## src/sv/ecep_pkg.sv

```systemverilog
`timescale 1ns / 1ps
`default_nettype none

package ecep_pkg;

	localparam int unsigned FieldBits = 16;
	localparam int unsigned WideBits  = 32;

	typedef struct packed {
		logic                 arrivals_done;
		logic [FieldBits-1:0] batch_count;
		logic [FieldBits-1:0] shelf_life;
	} item_t;

	typedef struct packed {
		logic                consumed;
		logic [WideBits-1:0] total_consumed;
		logic                pool_empty;
		logic                dropped_full;
	} result_t;

	typedef struct packed {
		logic accept;
		logic pop;
		logic eat;
	} cmd_t;

	typedef struct packed {
		logic head_expired;
		logic nonempty;
	} status_t;

endpackage

`default_nettype wire

```

## src/sv/ecep_ctrl.sv

```systemverilog
`timescale 1ns / 1ps
`default_nettype none

module ecep_ctrl (
	input  wire logic             clk,
	input  wire logic             arst_n,
	input  wire logic             item_valid,
	output logic                  item_stall,
	output logic                  result_valid,
	input  wire logic             result_stall,
	input  wire ecep_pkg::status_t status,
	output ecep_pkg::cmd_t        cmd
);

	typedef enum logic [1:0] {
		ST_IDLE = 2'b01,
		ST_WORK = 2'b10
	} state_t;

	state_t state_q;
	state_t state_d;
	logic   result_valid_q;
	logic   slot_free;

	assign slot_free    = !result_valid_q || !result_stall;
	assign item_stall   = (state_q != ST_IDLE);
	assign result_valid = result_valid_q;

	always_comb begin
		state_d    = state_q;
		cmd        = '0;
		unique case (state_q)
			ST_IDLE: begin
				if (item_valid) begin
					cmd.accept = 1'b1;
					state_d    = ST_WORK;
				end
			end
			ST_WORK: begin
				if (status.head_expired) begin
					cmd.pop = 1'b1;
				end else if (slot_free) begin
					cmd.eat = 1'b1;
					state_d = ST_IDLE;
				end
			end
			default: begin
				state_d = ST_IDLE;
			end
		endcase
	end

	always_ff @(posedge clk or negedge arst_n) begin
		if (!arst_n) begin
			state_q        <= ST_IDLE;
			result_valid_q <= 1'b0;
		end else begin
			state_q <= state_d;
			if (cmd.eat) begin
				result_valid_q <= 1'b1;
			end else if (!result_stall) begin
				result_valid_q <= 1'b0;
			end
		end
	end

endmodule

`default_nettype wire

```

## config.mk

```make
export PLATFORM = sky130hd
export DESIGN_NAME = ecep_ctrl
export DESIGN_NICKNAME = d
export VERILOG_FILES = /design/src/sv/ecep_pkg.sv /design/src/sv/ecep_ctrl.sv
export SDC_FILE = /design/constraint.sdc
export NUM_CORES = 1
export LEC_CHECK = 0
export ABC_AREA = 1
export BUFFER_PORTS_ARGS = -buffer_cell sky130_fd_sc_hd__buf_4
export CAP_MARGIN = 20
export CORE_AREA = 2 2 39 41
export DETAILED_ROUTE_END_ITERATION = 10
export DIE_AREA = 0 0 41 43
export PLACE_DENSITY_LB_ADDON = 0.3
export SLEW_MARGIN = 20
export SYNTH_ARGS = -nofsm -noshare
export SYNTH_HDL_FRONTEND = slang
export SYNTH_SLANG_ARGS = --single-unit
```

## constraint.sdc

```tcl
create_clock -name clk -period 2.5 [get_ports clk]
set_input_delay 0.125 -clock clk [delete_from_list [all_inputs] [get_ports clk]]
set_output_delay 0.125 -clock clk [all_outputs]
set_load 0.005 [all_outputs]
```

==> results of run 1 <==
## through the flow
step / instances / setup WS, ps / instance area [sq um]
3_3_place_gp: 44 / 1530 / 231
4_1_cts: 49 / 1260 / 268
5_1_grt: 49 / 1210 / 268
2_1_floorplan: 19 / 1680 / 144
3_5_place_dp: 44 / 1520 / 231
6_report: 49 / 1280 / 268
## path summary, 6_finish.rpt
check	start	to	slack (ps)	cells past startpoint
hold / removal	status[1]	result_valid	90	2
min in group asynchronous	arst_n	state_q[1]	210	2
max in group asynchronous	arst_n	state_q[0]	2100	2
setup / recovery	state_q[0]	cmd[0]	1280	4
hold reg to reg	result_valid	result_valid	550	2
setup reg to reg	state_q[0]	result_valid	1630	3
## cells in the mapped netlist, drive strengths merged
master	instances	share of area
dfrtp	2	0.35
inv	5	0.13
o21ai	1	0.035
nand2	6	0.19
dfstp	1	0.18
nor2	3	0.078
nand3	1	0.035
## layer usage
metal | vias up | track usage | wire, um
met5 | - | 0 | 0
met4 | 0 | 0.100 | 19
met3 | 2 | 0.0157 | 21
met2 | 5 | 0.0719 | 179
met1 | 72 | 0.0455 | 97
li1 | 81 | - | -
## worst max-delay path, cell delays in order (launching register included)
cell and delay [ps]:
dfstp_2 540, inv_1 40, nand2_1 90, nor2_1 60, buf_4 130
## logic make-up (layout without fill, tap and decap cells)
| family | count (synthesis) | after routing | synth area share |
|---|---|---|---|
| flops | 3 | 3 | 0.530 |
| compound gates | 1 | 1 | 0.0347 |
| buf+inv | 5 | 19 | 0.130 |
| simple gates | 10 | 10 | 0.304 |
## timing repair
item                                   CTS  global route
buffers inserted                         0             0
endpoints found under the hold margin    3             0
hold buffers                             1             0
## area by class of cell
type | instances | area share
Clock buffer | 4 | 0.0981
Tap cell | 16 | 0.0748
Sequential cell | 3 | 0.285
Multi-Input combinational cell | 11 | 0.182
Timing Repair Buffer | 10 | 0.290
Inverter | 5 | 0.0701
## power by group
part / internal, uW / leakage, uW / switching (uW) / total (uW)
Sequential: 64.6 / 0.0000369 / 8.11 / 72.7
Clock: 59.8 / 0.0000150 / 24.2 / 83.9
Combinational: 34.2 / 0.000100 / 29.6 / 63.8
## flip-flops by register name, indices dropped and copies added, names as in the netlist
signal,count
result_valid,1
state_q,2
==> out/results.tsv, run 1 <==
metric	value	unit
Clock Skew	0.438	ps
# setup viols final	0	
WL final	318	um
clk slew on worst S/H paths	40	ps
Seq. cell area	76.3	sq um
clock tree buffer depth	2	
DR iter-0 viols	2	
post-layout util	0.193	
synthesized area per cell	7.57	sq um
initial antenna violation count	0	
CTS tree	yes	
Inserted Diodes	0	
via count	160	
vias in the first global route	172	
commonest non-fill, non-tap cell in the layout	buf_4	
IO Count	11	
clock net sink count	3	
fin crit period	1220	ps
CTS Root Cell	clkbuf_4	
Avg WL per Cell	6.49	um
Initial Utilization	0.104	
Worst VDD drop	0.166	mV
yosys warns	0	
Overall Power	220	uW
P per Cell Area	823	nW/um^2
Num CTS Buffers	3	
synthesis-stage register bit count	3	
unrepaired setup endpoints after global routing	no	
DRC Markers	0	
# Max-Cap Violations	0	
Fin Setup TNS	0	ps
Worst EP arrival	1100	ps
CTS H-tree depth	1	
1st-pass router iterations	4	
fill count	167	
WHS	85.0	ps
gpl congestion	0.608	
Final Hold Viols	0	
actual slew at the worst max-slew pin	108	ps
footprint of the multi-input gates	48.8	sq um
Req. time, crit path	2380	ps
critical path type	reg2out	
sequential-to-total area share from yosys stat	0.530	
Synth cell types	9	
die footprint	1760	sq um
Fmax	818	MHz
Max FO, Critical Path	4	
startpoint types	register	
die width	41	um
commonest non-fill, non-tap cells in the layout	buf_4 (9), inv_1 (4), nand2_1 (4), nor2_1 (3), clkbuf_4 (3)	
Post-Synthesis Net Count	25	
global-route wire length before repair	565	um
largest net degree at the start of global routing	5	
DRT antenna net count	0	
status	finished, final reports clean	
DIE HEIGHT	43	um
post_cts resized	0	
Area Growth Syn to Fin	86.1	%
layout cell share with drive strength beyond 1	0.485	
DR vias/cell	3.27	
row count	14	
fin nets	40	
Slew headroom	0.927	
final worst path period share	0.489	
cells after synthesis	19	
Min-Delay Path Class	in2reg	
GRT Total Usage	0.0554	
port bufs	9	
mapped cell area	144	sq um
Worst setup EP type	output port	
GRT overflow	0	
clk_lat worst skew	230	ps
fin. max-slew vios	0	
P_leak	0.000152	uW
core footprint	1380	sq um
No activity file was read; power rests on OpenSTA's default activity.
==> run 2, diff against run 1 <==
--- a/config.mk
+++ b/config.mk
@@ -5,7 +5,7 @@
 export SDC_FILE = /design/constraint.sdc
 export NUM_CORES = 1
 export LEC_CHECK = 0
-export ABC_AREA = 1
+export ABC_AREA = 0
 export BUFFER_PORTS_ARGS = -buffer_cell sky130_fd_sc_hd__buf_4
 export CAP_MARGIN = 20
 export CORE_AREA = 2 2 39 41
==> constraint.sdc (replaced) <==
create_clock -name clk -period 1.13 [get_ports clk]
set_input_delay 0.0565 -clock clk [delete_from_list [all_inputs] [get_ports clk]]
set_output_delay 0.0565 -clock clk [all_outputs]
set_load 0.005 [all_outputs]
==> run 2 against run 1 <==
Effect of this change:
- the run now ends with negative setup slack left
- register-to-register slack lost 1500 ps
- count of clock-buffer cells in the layout is the same
- first-iteration DRC count shrank 50%
- combinational power grew 150%
- critical path depth shrank 1
- critical endpoint unchanged
==> out/results.tsv, run 2 <==
metric	value	unit	change
status	complete, but fails checks		
failing checks	negative setup slack		
fin nets	37		-7.5%
1st-pass router iterations	3		-1
Area Growth Syn to Fin	87.0	%	
GRT Total Usage	0.0585		+0.00308
IO Count	11		unchanged
Most flops, register	state_q		
yosys warns	0		unchanged
DR vias/cell	3.43		+5.2%
top post-synthesis cells by area	dfrtp_1 (33%), dfstp_2 (17%), nand2b_4 (8.9%), nor3b_2 (8.1%), o21ai_0 (6.5%)		
WHS Endpoint	result_valid		
area leader, netlist	dfrtp_1		
Hold Path Origin	status[1]		
synthesis-stage register bit count	3		unchanged
GRT overflow	0		unchanged
die footprint	1760	sq um	unchanged
clock tree buffer depth	2		unchanged
CTS H-tree depth	1		unchanged
Clock Skew	0.590	ps	+0.152 ps
WL final	400	um	+26%
post-layout util	0.208		+0.0145
DRT antenna net count	0		unchanged
Synth cell types	12		+3
CTS Root Cell	clkbuf_4		
sequential-to-total area share from yosys stat	0.496		-0.0345
P_leak	0.000147	uW	-3.8%
Worst setup EP type	output port		
share of the synthesized area in the top cell type	0.325		-0.0226
# setup viols final	1		+1
final setup margin	-1.80	ps	-1280 ps
Fmax	884	MHz	
clk_lat worst skew	230	ps	about the same
# Max-Cap Violations	0		unchanged
xor and xnor fraction of the mapped netlist area	0		unchanged
unrepaired setup endpoints after global routing	yes		
commonest non-fill, non-tap cell in the layout	buf_4		
Min-Delay Path Class	in2reg		
Avg WL per Cell	8.70	um	+34%
R2R depth	3		unchanged
layout cell share with drive strength beyond 1	0.567		+0.0818
Max FO, Critical Path	3		-1
largest net degree at the start of global routing	5		unchanged
Inserted Diodes	0		unchanged
P per Cell Area	1780	nW/um^2	+120%
fin crit period	1130	ps	
gpl congestion	0.549		-9.7%
Synth Area in Simple Gates	0.309		+0.00460
synthesized area per cell	10.3	sq um	+35%
Final Hold Viols	0		unchanged
final worst path period share	1.00		
Post-synth ARST share	1.00		unchanged
core footprint	1380	sq um	unchanged
via count	158		-1.3%
Post-Synthesis Net Count	21		-16%
critical path type	reg2out		
fin. max-slew vios	0		unchanged
Hold Crit Depth	2		unchanged
largest family of logic cells by synthesized area	simple AND/OR/NAND/NOR gates		
Worst EP arrival	1080	ps	-20 ps
slowest CP cell	dfstp_2		
startpoint types	register		
cells after synthesis	15		-4
Initial Utilization	0.111		+0.00723
max incr delay on CP	530	ps	about the same
Post-synth EDFFs	0		unchanged
reg2reg end	state_q[1]		
Req. time, crit path	1070	ps	-1310 ps
DR iter-0 viols	1		-1
r2r setup slk	140	ps	-1490 ps
RR Startpoint	state_q[0]		
Synth Area in Compound Gates	0.146		+0.112
clk slew on worst S/H paths	40	ps	about the same
actual slew at the worst max-slew pin	168	ps	+59.7 ps
max reg flops	2		unchanged
Fin Setup TNS	-1.80	ps	-1.80 ps
Slew headroom	0.888		-0.0393
DIE HEIGHT	43	um	unchanged
vias in the first global route	162		-5.8%
post-synthesis adder-cell area fraction	0		unchanged
initial antenna violation count	0		unchanged
commonest non-fill, non-tap cells in the layout	buf_4 (10), clkbuf_4 (3), inv_1 (2), o21ai_0 (2), dfrtp_1 (2)		
multiplexer share of the synthesized area	0		unchanged
Num CTS Buffers	3		unchanged
port bufs	9		unchanged
Worst VDD drop	0.345	mV	+110%
clock net sink count	3		unchanged
die width	41	um	unchanged
global-route wire length before repair	621	um	+9.9%
Synth Flop Type	dfrtp_1		
row count	14		unchanged
fill count	153		-8.4%
crit path cell chain	nand2b_4, nor3b_2, buf_4		
DRC Markers	0		unchanged
CTS tree	yes		
mapped cell area	154	sq um	+7.0%
synth cell count leaders	dfrtp_1 (2), inv_1 (2), o21ai_0 (2)		
[run 2: changes by cell type after synthesis, sizes merged]
cell	previous run	this run
inv	5	2
nor3b	0	1
o21a	0	1
nor2	3	1
nand3b	0	1
nand2b	0	2
a21oi	0	1
nand2	6	1
o21ai	1	2
nand3	1	0
[run 2: critical path, delay by kind of cell (launching register included)]
family | cells | cell delay [ps]
buf+inv | 1 | 130
simple gates | 2 | 190
flops | 1 | 530
[run 2: final cells by class]
cell class / count / area (sq um) / area share
well taps: 16 / 20.0 / 0.0696
inverters: 2 / 7.51 / 0.0261
clock buffers: 4 / 26.3 / 0.0913
repair buffers: 11 / 85.1 / 0.296
flip-flops and latches: 3 / 76.3 / 0.265
multi-input cells: 10 / 72.6 / 0.252
[run 2: how the worst max path moves through the flow]
stage / startpoint / endpoint / slack [ps] / cells past startpoint
after global routing: state_q[0] / cmd[2] / -60 / 3
after global placement: state_q[0] / cmd[0] / 250 / 3
after detailed placement: state_q[0] / cmd[0] / 240 / 3
after CTS: state_q[0] / cmd[0] / -6 / 3
after floorplan: state_q[0] / state_q[1] / 280 / 2
final: state_q[0] / cmd[0] / -2 / 3
[run 2: cell families (layout without fill, tap and decap cells)]
| group | Yosys count | in the layout |
|---|---|---|
| buffers and inverters | 2 | 17 |
| DFF | 3 | 3 |
| and+or+nand+nor | 6 | 6 |
| AOI/OAI and AO/OA | 4 | 4 |
[run 2: metrics by stage]
step	hold WS (ps)	setup slack (ps)	total power, uW	std cells	cell area [sq um]
finish	59.6	-1.80	511	46	288
global route	60.5	-61.8	553	46	288
CTS	48.7	-6.41	523	46	285
detailed placement	-152	243	313	40	241
global placement	-154	245	306	40	241
floorplan	-239	282	234	15	154
[run 2: metal layers]
| layer | vias to the layer above | track usage | share of wire |
|---|---|---|---|
| met5 | - | 0 | 0 |
| met4 | 0 | 0.0600 | 0 |
| met3 | 0 | 0.0314 | 0.17 |
| met2 | 10 | 0.0750 | 0.43 |
| met1 | 70 | 0.0619 | 0.40 |
| li1 | 78 | - | - |
[run 2: report_power, final]
part           switching, uW  internal [uW]  total (uW)
Combinational           57.2            100         157
Clock                   54.2            132         186
Sequential              24.7            143         167
Total                    136            375         511
[run 2: repair_timing]
| action | CTS | global route |
|---|---|---|
| gates resized for setup | 0 | 1 |
| pin swaps | 1 | 1 |
| hold endpoints to repair | 3 | 0 |
| buffers inserted | 1 | 0 |
| hold buffers | 1 | 0 |
| setup endpoints to repair | 2 | 3 |
